--- src/fred_pkg.sv ---
`timescale 1ns / 1ps
package fred_pkg;

  localparam int MAX_FRAME_SAMPLES = 4096;
  localparam int MAX_GROUP = 1024;

  localparam int RAW_W = 16;
  localparam int AMP_W = 7;
  localparam int MODE_W = 2;
  localparam int GS_W = 11;
  localparam int IDX_W = 2;
  localparam int FS_W = 15;

  // Frame energy: squares of at most 2^15 summed over the frame.
  localparam int CNT_W = $clog2(MAX_FRAME_SAMPLES + 1);
  localparam int SUM_W = 31 + $clog2(MAX_FRAME_SAMPLES);
  localparam int PROD_W = AMP_W + FS_W;
  localparam int SQ_W = 2 * PROD_W;
  localparam int SCALE_W = 14;
  localparam int RHS_W = SUM_W + SCALE_W;
  localparam int T_W = SQ_W + CNT_W;
  localparam int CMP_W = (RHS_W > T_W) ? RHS_W : T_W;

  localparam int GCNT_W = $clog2(MAX_GROUP + 1);
  localparam int PHASE_W = $clog2(MAX_GROUP);
  localparam int TOT_W = $clog2(100 * MAX_GROUP + 1);
  localparam int DCNT_W = $clog2(TOT_W);

  localparam logic [MODE_W-1:0] MODE_NONE  = 2'd0;
  localparam logic [MODE_W-1:0] MODE_FIRST = 2'd1;
  localparam logic [MODE_W-1:0] MODE_MIN   = 2'd2;
  localparam logic [MODE_W-1:0] MODE_MEAN  = 2'd3;

  localparam logic [IDX_W-1:0] REG_MODE   = 2'd0;
  localparam logic [IDX_W-1:0] REG_FORMAT = 2'd1;
  localparam logic [IDX_W-1:0] REG_GROUP  = 2'd2;

  localparam logic FMT_U8  = 1'b0;
  localparam logic FMT_S16 = 1'b1;

  localparam logic [AMP_W-1:0] AMP_MAX = 7'd100;

  typedef enum logic [3:0] {
    S_IDLE,
    S_SETUP,
    S_MUL_A,
    S_MUL_SQ,
    S_MUL_N,
    S_CMP,
    S_DECIM,
    S_DIV,
    S_PUSH
  } state_t;

  typedef struct packed {
    logic acc;
    logic setup;
    logic mul_a;
    logic mul_sq;
    logic mul_n;
    logic cmp;
    logic decim;
    logic div_step;
    logic push;
  } cmd_t;

  typedef struct packed {
    logic last_bit;
    logic emit;
    logic need_div;
    logic div_last;
    logic out_free;
  } stat_t;

endpackage

--- src/fred_ctrl.sv ---
`timescale 1ns / 1ps
module fred_ctrl (
  input  logic          clk,
  input  logic          rst,
  input  logic          in_valid,
  input  logic          frame_end,
  output logic          in_ready,
  input  fred_pkg::stat_t stat,
  output fred_pkg::cmd_t  cmd
);
  import fred_pkg::*;

  state_t state, state_next;

  always_ff @(posedge clk) begin
    if (rst) begin
      state <= S_IDLE;
    end else begin
      state <= state_next;
    end
  end

  always_comb begin
    state_next = state;
    unique case (state)
      S_IDLE: begin
        if (in_valid && frame_end) state_next = S_SETUP;
      end
      S_SETUP:  state_next = S_MUL_A;
      S_MUL_A:  state_next = S_MUL_SQ;
      S_MUL_SQ: state_next = S_MUL_N;
      S_MUL_N:  state_next = S_CMP;
      S_CMP: begin
        state_next = stat.last_bit ? S_DECIM : S_MUL_A;
      end
      S_DECIM: begin
        if (!stat.emit) state_next = S_IDLE;
        else if (stat.need_div) state_next = S_DIV;
        else state_next = S_PUSH;
      end
      S_DIV: begin
        if (stat.div_last) state_next = S_PUSH;
      end
      S_PUSH: begin
        if (stat.out_free) state_next = S_IDLE;
      end
      default: state_next = S_IDLE;
    endcase
  end

  always_comb begin
    cmd = '0;
    in_ready = 1'b0;
    unique case (state)
      S_IDLE: begin
        in_ready = !rst;
        cmd.acc = in_valid && !rst;
      end
      S_SETUP:  cmd.setup = 1'b1;
      S_MUL_A:  cmd.mul_a = 1'b1;
      S_MUL_SQ: cmd.mul_sq = 1'b1;
      S_MUL_N:  cmd.mul_n = 1'b1;
      S_CMP:    cmd.cmp = 1'b1;
      S_DECIM:  cmd.decim = 1'b1;
      S_DIV:    cmd.div_step = 1'b1;
      S_PUSH:   cmd.push = stat.out_free;
      default: ;
    endcase
  end

endmodule

--- src/fred_dp.sv ---
`timescale 1ns / 1ps
module fred_dp (
  input  logic                         clk,
  input  logic                         rst,
  input  logic [fred_pkg::RAW_W-1:0]   sample_bits,
  input  logic                         cfg_valid,
  input  logic [fred_pkg::IDX_W-1:0]   cfg_index,
  input  logic [fred_pkg::GS_W-1:0]    cfg_data,
  input  fred_pkg::cmd_t               cmd,
  output fred_pkg::stat_t              stat,
  output logic                         out_valid,
  input  logic                         out_ready,
  output logic [fred_pkg::AMP_W-1:0]   amplitude
);
  import fred_pkg::*;

  logic [MODE_W-1:0] mode;
  logic              fmt;
  logic [GS_W-1:0]   gsize;

  logic [SUM_W-1:0]  sum;
  logic [CNT_W-1:0]  cnt;

  logic [RHS_W-1:0]  rhs;
  logic [CNT_W-1:0]  n_lat;
  logic [FS_W-1:0]   fs_lat;
  logic [2:0]        bit_idx;
  logic [AMP_W-1:0]  a_res;
  logic [PROD_W-1:0] prod;
  logic [SQ_W-1:0]   sq;
  logic [T_W-1:0]    tval;

  logic [PHASE_W-1:0] phase;
  logic [AMP_W-1:0]   g_first;
  logic [AMP_W-1:0]   g_min;
  logic [TOT_W-1:0]   g_total;
  logic [GCNT_W-1:0]  g_count;

  logic [GCNT_W-1:0] div_rem;
  logic [TOT_W-1:0]  div_q;
  logic [GCNT_W-1:0] divisor;
  logic [DCNT_W-1:0] div_cnt;
  logic [AMP_W-1:0]  res;

  // Sample magnitude and its square.
  logic signed [RAW_W:0] v17;
  logic [RAW_W-1:0]      mag;
  logic [2*RAW_W-1:0]    mag_sq;

  always_comb begin
    if (fmt == FMT_U8) v17 = signed'((RAW_W+1)'(sample_bits[7:0])) - 17'sd127;
    else v17 = signed'({sample_bits[RAW_W-1], sample_bits});
    mag = v17[RAW_W] ? RAW_W'(-v17) : v17[RAW_W-1:0];
    mag_sq = mag * mag;
  end

  // Root search: one trial bit per pass through the multiply chain.
  logic [AMP_W-1:0] trial;
  logic             trial_ok;
  assign trial = a_res | AMP_W'(7'd1 << bit_idx);
  assign trial_ok = (trial <= AMP_MAX) && (CMP_W'(tval) <= CMP_W'(rhs));

  // Group update for the finished frame.
  logic [AMP_W-1:0]  first_n, min_n;
  logic [TOT_W-1:0]  tot_n;
  logic [GCNT_W-1:0] count_n;
  logic [GCNT_W-1:0] gs_eff;
  logic [GCNT_W-1:0] phase_inc;

  always_comb begin
    first_n = (g_count == '0) ? a_res : g_first;
    min_n = (a_res < g_min) ? a_res : g_min;
    tot_n = g_total + TOT_W'(a_res);
    count_n = g_count + GCNT_W'(1);
    if (int'(gsize) < 2) gs_eff = GCNT_W'(2);
    else if (int'(gsize) > MAX_GROUP) gs_eff = GCNT_W'(MAX_GROUP);
    else gs_eff = GCNT_W'(gsize);
    phase_inc = GCNT_W'(phase) + GCNT_W'(1);
  end

  // Restoring divider for the group mean.
  logic [GCNT_W:0]   d_trial;
  logic              d_ge;
  logic [GCNT_W-1:0] rem_n;
  logic [TOT_W-1:0]  q_n;

  always_comb begin
    d_trial = {div_rem, div_q[TOT_W-1]};
    d_ge = d_trial >= {1'b0, divisor};
    rem_n = d_ge ? GCNT_W'(d_trial - {1'b0, divisor}) : d_trial[GCNT_W-1:0];
    q_n = {div_q[TOT_W-2:0], d_ge};
  end

  always_comb begin
    stat.last_bit = (bit_idx == 3'd0);
    stat.emit = (mode == MODE_NONE) || (phase == '0);
    stat.need_div = (mode == MODE_MEAN) && (phase == '0);
    stat.div_last = (div_cnt == DCNT_W'(TOT_W - 1));
    stat.out_free = !out_valid || out_ready;
  end

  always_ff @(posedge clk) begin
    if (rst) begin
      mode <= MODE_NONE;
      fmt <= FMT_S16;
      gsize <= GS_W'(2);
    end else if (cfg_valid) begin
      unique case (cfg_index)
        REG_MODE:   mode <= cfg_data[MODE_W-1:0];
        REG_FORMAT: fmt <= cfg_data[0];
        REG_GROUP:  gsize <= cfg_data;
        default: ;
      endcase
    end
  end

  always_ff @(posedge clk) begin
    if (rst) begin
      sum <= '0;
      cnt <= '0;
    end else if (cmd.acc) begin
      if (int'(cnt) < MAX_FRAME_SAMPLES) begin
        sum <= sum + SUM_W'(mag_sq);
        cnt <= cnt + CNT_W'(1);
      end
    end else if (cmd.setup) begin
      sum <= '0;
      cnt <= '0;
    end
  end

  always_ff @(posedge clk) begin
    if (cmd.setup) begin
      rhs <= RHS_W'(sum) * RHS_W'(10000);
      n_lat <= cnt;
      fs_lat <= (fmt == FMT_U8) ? FS_W'(127) : FS_W'(32767);
      bit_idx <= 3'd6;
      a_res <= '0;
    end
    if (cmd.mul_a) prod <= trial * fs_lat;
    if (cmd.mul_sq) sq <= prod * prod;
    if (cmd.mul_n) tval <= sq * n_lat;
    if (cmd.cmp) begin
      if (trial_ok) a_res <= trial;
      bit_idx <= bit_idx - 3'd1;
    end
  end

  always_ff @(posedge clk) begin
    if (rst) begin
      phase <= '0;
      g_first <= '0;
      g_min <= '1;
      g_total <= '0;
      g_count <= '0;
    end else if (cmd.decim) begin
      if (stat.emit) begin
        g_first <= '0;
        g_min <= '1;
        g_total <= '0;
        g_count <= '0;
      end else begin
        g_first <= first_n;
        g_min <= min_n;
        g_total <= tot_n;
        g_count <= count_n;
      end
      if (phase_inc >= gs_eff) phase <= '0;
      else phase <= phase_inc[PHASE_W-1:0];
    end
  end

  always_ff @(posedge clk) begin
    if (cmd.decim) begin
      priority case (mode)
        MODE_FIRST: res <= first_n;
        MODE_MIN:   res <= min_n;
        default:    res <= a_res;
      endcase
      div_q <= tot_n;
      div_rem <= '0;
      divisor <= count_n;
      div_cnt <= '0;
    end else if (cmd.div_step) begin
      div_q <= q_n;
      div_rem <= rem_n;
      div_cnt <= div_cnt + DCNT_W'(1);
      if (stat.div_last) res <= q_n[AMP_W-1:0];
    end
  end

  always_ff @(posedge clk) begin
    if (rst) begin
      out_valid <= 1'b0;
    end else if (cmd.push) begin
      out_valid <= 1'b1;
    end else if (out_ready) begin
      out_valid <= 1'b0;
    end
  end

  always_ff @(posedge clk) begin
    if (cmd.push) amplitude <= res;
  end

  a_amp_range: assert property (@(posedge clk) disable iff (rst)
    out_valid |-> amplitude <= AMP_MAX)
    else $error("amplitude above full scale");

  a_push_shows: assert property (@(posedge clk) disable iff (rst)
    cmd.push |=> out_valid && amplitude == $past(res))
    else $error("pushed word not presented");

  a_group_bound: assert property (@(posedge clk) disable iff (rst)
    int'(g_count) <= MAX_GROUP && int'(phase) < MAX_GROUP)
    else $error("group bookkeeping out of range");

endmodule

--- src/frame_rms_envelope_decimator_top.sv ---
`timescale 1ns / 1ps
// Channel  Handshake               Payload
// in       in_valid / in_ready     sample_bits[15:0], frame_end
// out      out_valid / out_ready   amplitude[6:0]
// cfg      cfg_valid / cfg_ready   cfg_index[1:0], cfg_data[10:0]
//
// A word without frame_end is only accumulated. A frame-closing word passes
// through the accepting cycle, a setup state, seven passes of the shared
// multiply chain (MUL_A, MUL_SQ, MUL_N, CMP) that find the root bit by bit,
// a decimation state and, when it produces a result, a push state that loads
// the output register. Truncated-mean results first run the serial divider.
// Reset is synchronous; the configuration is ready whenever reset is low, and
// the output register holds a result while new words are taken, stalling only
// a closing frame whose result cannot yet be loaded.
module frame_rms_envelope_decimator_top (
  input  logic                        clk,
  input  logic                        rst,
  input  logic                        in_valid,
  output logic                        in_ready,
  input  logic [fred_pkg::RAW_W-1:0]  sample_bits,
  input  logic                        frame_end,
  output logic                        out_valid,
  input  logic                        out_ready,
  output logic [fred_pkg::AMP_W-1:0]  amplitude,
  input  logic                        cfg_valid,
  output logic                        cfg_ready,
  input  logic [fred_pkg::IDX_W-1:0]  cfg_index,
  input  logic [fred_pkg::GS_W-1:0]   cfg_data
);
  import fred_pkg::*;

  cmd_t  cmd;
  stat_t stat;

  assign cfg_ready = !rst;

  fred_ctrl u_ctrl (
    .clk(clk),
    .rst(rst),
    .in_valid(in_valid),
    .frame_end(frame_end),
    .in_ready(in_ready),
    .stat(stat),
    .cmd(cmd)
  );

  fred_dp u_dp (
    .clk(clk),
    .rst(rst),
    .sample_bits(sample_bits),
    .cfg_valid(cfg_valid),
    .cfg_index(cfg_index),
    .cfg_data(cfg_data),
    .cmd(cmd),
    .stat(stat),
    .out_valid(out_valid),
    .out_ready(out_ready),
    .amplitude(amplitude)
  );

endmodule
--- config.mk ---
export PLATFORM = sky130hd
export DESIGN_NAME = frame_rms_envelope_decimator_top
export DESIGN_NICKNAME = d
export VERILOG_FILES = /design/src/fred_pkg.sv /design/src/fred_ctrl.sv /design/src/fred_dp.sv /design/src/frame_rms_envelope_decimator_top.sv
export SDC_FILE = /design/constraint.sdc
export NUM_CORES = 2
export LEC_CHECK = 0
export CAP_MARGIN = 30
export CORE_MARGIN = 8
export CORE_UTILIZATION = 33
export CTS_BUF_LIST = sky130_fd_sc_hd__clkbuf_16
export CTS_CLUSTER_SIZE = 40
export DETAILED_ROUTE_END_ITERATION = 12
export DONT_BUFFER_PORTS = 1
export MAX_ROUTING_LAYER = met4
export PLACE_DENSITY = 0.55
export REMOVE_ABC_BUFFERS = 1
export SKIP_CTS_REPAIR_TIMING = 1
export SLEW_MARGIN = 40
export SYNTH_ARGS = -nofsm -noshare
export SYNTH_HDL_FRONTEND = slang
export SYNTH_SLANG_ARGS = --single-unit
--- constraint.sdc ---
create_clock -name clk -period 17.2 [get_ports clk]
set_input_delay 3.44 -clock clk [delete_from_list [all_inputs] [get_ports clk]]
set_output_delay 3.44 -clock clk [all_outputs]
set_load 0.01 [all_outputs]
== Yosys cells after proc, flatten, opt, wreduce, memory -nomap -nowiden ==
Index checks and enable logic that the tools add are counted.

* Muxes and demuxes: 49
* Multipliers: 5
* Bitwise logic cells: 1
* Eq/ne operators: 18
* Reduce and logical (&&, ||, !) cells: 25
* Add/sub/neg operators: 10
* Shift-type cells: 1
* Order comparisons: 8

{| class="wikitable"
|+ Operators with widths
! kind !! count
|-
| 43-bit two-way mux || 3
|-
| 7-bit two-way mux || 10
|-
| 17-bit two-way mux || 4
|-
| 57-bit <= comparator || 1
|-
| 44-bit by 13-bit multiplier with 57-bit output || 1
|-
| 43-bit by 10-bit multiplier with 53-bit output, second input constant || 1
|-
| 22-bit by 22-bit multiplier with 44-bit output || 1
|-
| 11-bit two-way mux || 4
|-
| 43-bit by 32-bit adder with 43-bit output || 1
|-
| 13-bit two-way mux || 3
|-
| 4-bit one-hot mux with 9 select lines || 1
|-
| 16-bit by 16-bit multiplier with 32-bit output || 1
|-
| 7-bit by 15-bit multiplier with 22-bit output || 1
|-
| 4-bit two-way mux || 5
|-
| 17-bit by 7-bit adder with 17-bit output || 1
|-
| 4-bit by 3-bit equality test with 1-bit output, second input constant || 4
|-
| 16-bit two-way mux || 1
|-
| 16-bit negation || 1
|-
| 15-bit two-way mux || 1
|-
| 7-bit one-hot mux with 2 select lines || 1
|-
| 13-bit by 1-bit adder with 13-bit output, second input constant || 1
|-
| 13-bit < comparator, second input constant || 1
|-
| 12-bit by 11-bit greater-or-equal comparator with 1-bit output || 1
|-
| 1-bit two-way mux || 12
|-
| 34 further kinds || 56
|}

* Output and inout port bits: 10
* Word-level logic and storage cells: 143
* Bits in registers: 399

== Logic depth before layout (Yosys ltp) ==
* Depth in word-level cells: 8
* Depth in mapped cells: 39

== By module ==
Synthesis repeated with hierarchy kept, for this count alone.

* Cell total of the unflattened synthesis: 6,957
* Area, all modules: 65,358.9 um2

{| class="wikitable"
|+ By module, submodules not included
! module !! cells an instance !! sequential area each (um2) !! area each (um2) !! times used
|-
| fred_dp || 6,907 || 9,949.5 || 65,001.1 || 1
|-
| fred_ctrl || 49 || 80.1 || 354.1 || 1
|-
| frame_rms_envelope_decimator_top || 1 || 0.0 || 3.8 || 1
|}

== Least setup slack after synthesis ==
No wires, ideal clock.

* Path type: in2reg
* From: input port sample_bits[0] (netlist bit)
* To: register u_dp.sum[41]
* Data arrival time: 11.228 ns
* Stages on the path: 33
* Path slack: 5.849 ns
* Library setup time: 0.123 ns
* Path through: ha_1 > nor2b_1 > nand3_1 > xor2_1 > nor2b_1 > nand4b_1 > o21ai_0 > xnor2_1 > and2_0 > clkbuf_1 > nand2_1 > fa_1 > inv_1 > fa_1 > inv_1 > fa_1 > inv_1 > fa_1 > inv_1 > fa_1 > inv_1 > fa_1 > ha_1 > and3_1 > and3_1 > and4_1 > a32oi_2 > o221ai_2 > o22a_4 > a2111oi_4 > o21bai_2 > nand4_1 > mux2_1

* Longest elaborated chain between the ends: 8

{| class="wikitable"
|+ RTL lines
! what !! line !! source
|-
| start, declared || frame_rms_envelope_decimator_top.sv:20 || <nowiki>input logic [fred_pkg::RAW_W-1:0] sample_bits,</nowiki>
|-
| 8-bit by 7-bit subtractor with 9-bit output || fred_dp.sv:51 || <nowiki>if (fmt == FMT_U8) v17 = signed'((RAW_W+1)'(sample_bits[7:0])) - 17'sd127;</nowiki>
|-
| 17-bit two-way mux (*) || fred_dp.sv:51 ||
|-
| 16-bit negation || fred_dp.sv:53 || <nowiki>mag = v17[RAW_W] ? RAW_W'(-v17) : v17[RAW_W-1:0];</nowiki>
|-
| 16-bit two-way mux (*) || fred_dp.sv:53 ||
|-
| 16-bit by 16-bit multiplier with 32-bit output (*) || fred_dp.sv:54 || <nowiki>mag_sq = mag * mag;</nowiki>
|-
| 43-bit by 32-bit adder with 43-bit output (*) || fred_dp.sv:123 || <nowiki>sum <= sum + SUM_W'(mag_sq);</nowiki>
|-
| 43-bit two-way mux (*) || fred_dp.sv:122 || <nowiki>if (int'(cnt) < MAX_FRAME_SAMPLES) begin</nowiki>
|-
| 43-bit two-way mux (*) || fred_dp.sv:121 || <nowiki>end else if (cmd.acc) begin</nowiki>
|-
| end signal, assigned || fred_dp.sv:123 ||
|-
| end, declared || fred_dp.sv:21 || <nowiki>logic [SUM_W-1:0] sum;</nowiki>
|}

Mark *: on every way between the ends. The rest lies on a longest branch, timed or not. The select of a mux whose other input is x is not followed.
A chain may end at the register's enable or synchronous reset.

== Worst setup path in the final report ==
Ends and elaborated chain as after synthesis.

==> summary.txt <==
STA
  – Setup TNS: 0 ns
  – Final Hold Viols: 0
  – Post-route minimum period: 11.78 ns
  – Final Max Slew Viols: 0
  – F_max: 84.9 MHz
  – Fin crit share: 68.5%
  – Clock Skew: 0.0475 ns
  – Setup Viol. Count Final: 0
  – Slew HR: 42.8%
  – Tightest Pin Transition: 0.856 ns
  – Unrepaired setup endpoints after global routing: false

Final layout
  – Area Overhead vs Synth: 6.86%
  – Commonest non-fill, non-tap cell in the layout: inv_1
  – Area of the multi-input gates: 48600 um2
  – Most frequent cells in the layout: inv_1 (1585), fa_1 (1159), nand2_1 (811)
  – Share of layout cells above drive strength 1: 2.91%
  – Post-Route Utilization: 35.4%
  – Layout Nets: 8772
  – Fill count: 20200
  – Storage cell area: 10000 um2

Run
  – Maxcap violations: 0

Placed design
  – Post-DP HPWL: 122 mm
  – Routability cong.: 0.844
  – Buffers added on ports: 0

Synthesis
  – Top_reg_cell synth: edfxtp_1
  – Synthesized cell area: 65400 um2
  – Avg Cell Area, Syn: 9.30 um2
  – Post-Syn Instances: 7032
  – Library cells used by synthesis: 96
  – Post-synth ARST share: 0%
  – Synth Register Bits: 384
  – Post-synth EDFFs: 234
  – Seq/Total Area, Yosys: 15.3%
  – Warning count from the yosys run: 0

Worst setup path
  – Nature of the critical path startpoint: primary input
  – CP max stage delay: 0.53 ns
  – CP Class: primary input to flip-flop
  – Critical Path AT: 12.29 ns
  – Reg2Reg Depth: 34
  – Endpoint type of the worst setup path: flip-flop
  – CP max FO: 11
  – R2r setup slk: 7.71 ns
  – Reg-to-Reg End: u_dp.sum[41]
  – RR Startpoint: u_dp.fmt
  – Worst EP required: 17.71 ns
  – Cell at the slowest stage of the critical path: fa_1

Floorplanning
  – Initial core utilization: 33.2%
  – DIE AREA: 213000 um2
  – Die Ht: 461 um
  – DIE WIDTH: 461 um
  – I/O Pins: 45
  – # rows: 163
  – Core Area: 197000 um2

Clock network
  – Clock buffer count from CTS: 49
  – Root buf cell: clkbuf_16
  – Longest Clk Path Bufs: 3
  – CTS clk-pin slew, worst paths: 0.06 ns
  – CTS tree: built
  – Clock latency on the worst-skew pair: 0.65 ns
  – Clock Sinks: 384
  – Total number of H-tree levels: 2

Route
  – Wire per inst: 15.8 um
  – First-pass DRT Iterations: 7
  – Via count: 46300
  – Starting DRT DRC Count: 2608
  – Final wirelength: 151 mm
  – Final ANT Viol Nets: 0
  – DRC Markers: 0
  – Via-to-Cell Ratio: 4.83

Worst hold path
  – Hold endpoint: u_dp.amplitude[0]
  – Beginning of the worst hold path: u_dp.res[0]
  – Worst hold stages: 0
  – Hold crit path type: flip-flop to flip-flop

Status
  – Status: complete, no violations

Global route
  – GRT Resource Usage Total: 14.9%
  – Largest net degree at the start of global routing: 96
  – Global-route wire length before repair: 256 mm
  – Overflow left after global routing: 0
  – Vias in the first global route: 50100
  – Initial antenna violation count: 3
## Yosys cell counts, types with 9 or more instances
cell	number	area (um2)
inv_1	1578	5920
fa_1	1159	23200
nand2_1	812	3050
ha_1	681	8520
and2_1	308	1930
a21oi_1	292	1460
nor2_1	253	950
clkbuf_1	238	893
edfxtp_1	234	7030
o21ai_0	166	831
a21o_1	163	1220
xnor2_1	159	1390
dfxtp_1	150	3000
nand3_1	115	576
xor2_1	100	876
nand4_1	51	319
nor2b_1	43	269
and3_1	42	263
nor3_1	32	160
a31oi_1	31	194
nand2b_1	27	169
o211ai_1	26	195
o21a_1	22	165
o21bai_1	22	165
a211oi_1	20	150
a22oi_1	19	143
o31ai_1	18	135
or3_1	18	113
buf_1	15	56.3
nor3b_1	15	113
a311oi_1	12	105
nor4_1	12	75.1
or2_2	12	75.1
o311ai_0	10	87.6
a31o_2	9	78.8
## flip-flops by register name, summed over array words and instances (netlist names), 10 cells and up
| signal | count |
|---|---|
| u_dp.cnt | 13 |
| u_dp.div_q | 17 |
| u_dp.div_rem | 11 |
| u_dp.divisor | 11 |
| u_dp.g_count | 11 |
| u_dp.g_total | 17 |
| u_dp.gsize | 11 |
| u_dp.n_lat | 13 |
| u_dp.phase | 10 |
| u_dp.prod | 22 |
| u_dp.rhs | 53 |
| u_dp.sq | 43 |
| u_dp.sum | 43 |
| u_dp.tval | 57 |
## metrics by stage
stage / setup slack [ns] / hold slack [ns] / std cells / cell area, um2
finish: 5.42 / 0.447 / 9578 / 69900
global route: 4.90 / 0.455 / 9577 / 69900
detailed placement: 4.84 / 0.415 / 9486 / 68300
floorplan: 5.66 / 0.400 / 6785 / 64500
CTS: 5.52 / 0.452 / 9577 / 69900
global placement: 4.74 / 0.432 / 9481 / 68200
## worst max-delay path, delay by kind of cell
family | cells | cell delay (ns)
simple gates | 8 | 2.22
fa+ha+maj | 8 | 3.37
mux | 1 | 0.34
buf+inv | 5 | 0.58
xor+xnor | 2 | 0.32
compound gates | 8 | 2.02
## area by class of cell
class                           instances  share of cell area [%]
Inverter                             1581                    8.49
Timing Repair Buffer                   61                   0.693
Clock inverter                         41                   0.467
Sequential cell                       384                    14.3
Antenna cell                            1                 0.00358
Clock buffer                           50                    1.79
Multi-Input combinational cell       4820                    69.5
Tap cell                             2640                    4.73
## how the worst max path moves through the flow
stage / to / startpoint / cells past startpoint
after floorplan: u_dp.sum[41] / sample_bits[0] / 30
after global placement: u_dp.sum[41] / sample_bits[0] / 32
after detailed placement: u_dp.sum[41] / sample_bits[0] / 32
after CTS: u_dp.sum[41] / sample_bits[0] / 32
after global routing: u_dp.sum[41] / sample_bits[0] / 32
final: u_dp.sum[41] / sample_bits[0] / 32
## layer usage
layer / global-route usage, % / vias to the layer above / wire length, um
met4: 2.69 / 0 / 2620
met2: 26.3 / 852 / 76800
met1: 18.9 / 23600 / 66100
met5: - / - / 0
met3: 1.43 / 156 / 5910
li1: - / 21700 / -
## cells by family (layout without fill, tap and decap cells)
logic type / Yosys count / in the layout / synth area share [%]
and+or+nand+nor: 1775 / 1775 / 12.7
adders and majority gates: 1840 / 1840 / 48.5
buffers and inverters: 1842 / 1733 / 10.6
DFF: 384 / 384 / 15.3
muxes: 12 / 12 / 0.193
xor gates and xnor gates: 259 / 259 / 3.47
AOI/OAI and AO/OA: 918 / 918 / 9.18
other: 2 / 17 / 0.0115
Power is left out: the tool's default activity adds up to more than one toggle a clock period on the data nets, which glitch-free logic cannot reach.
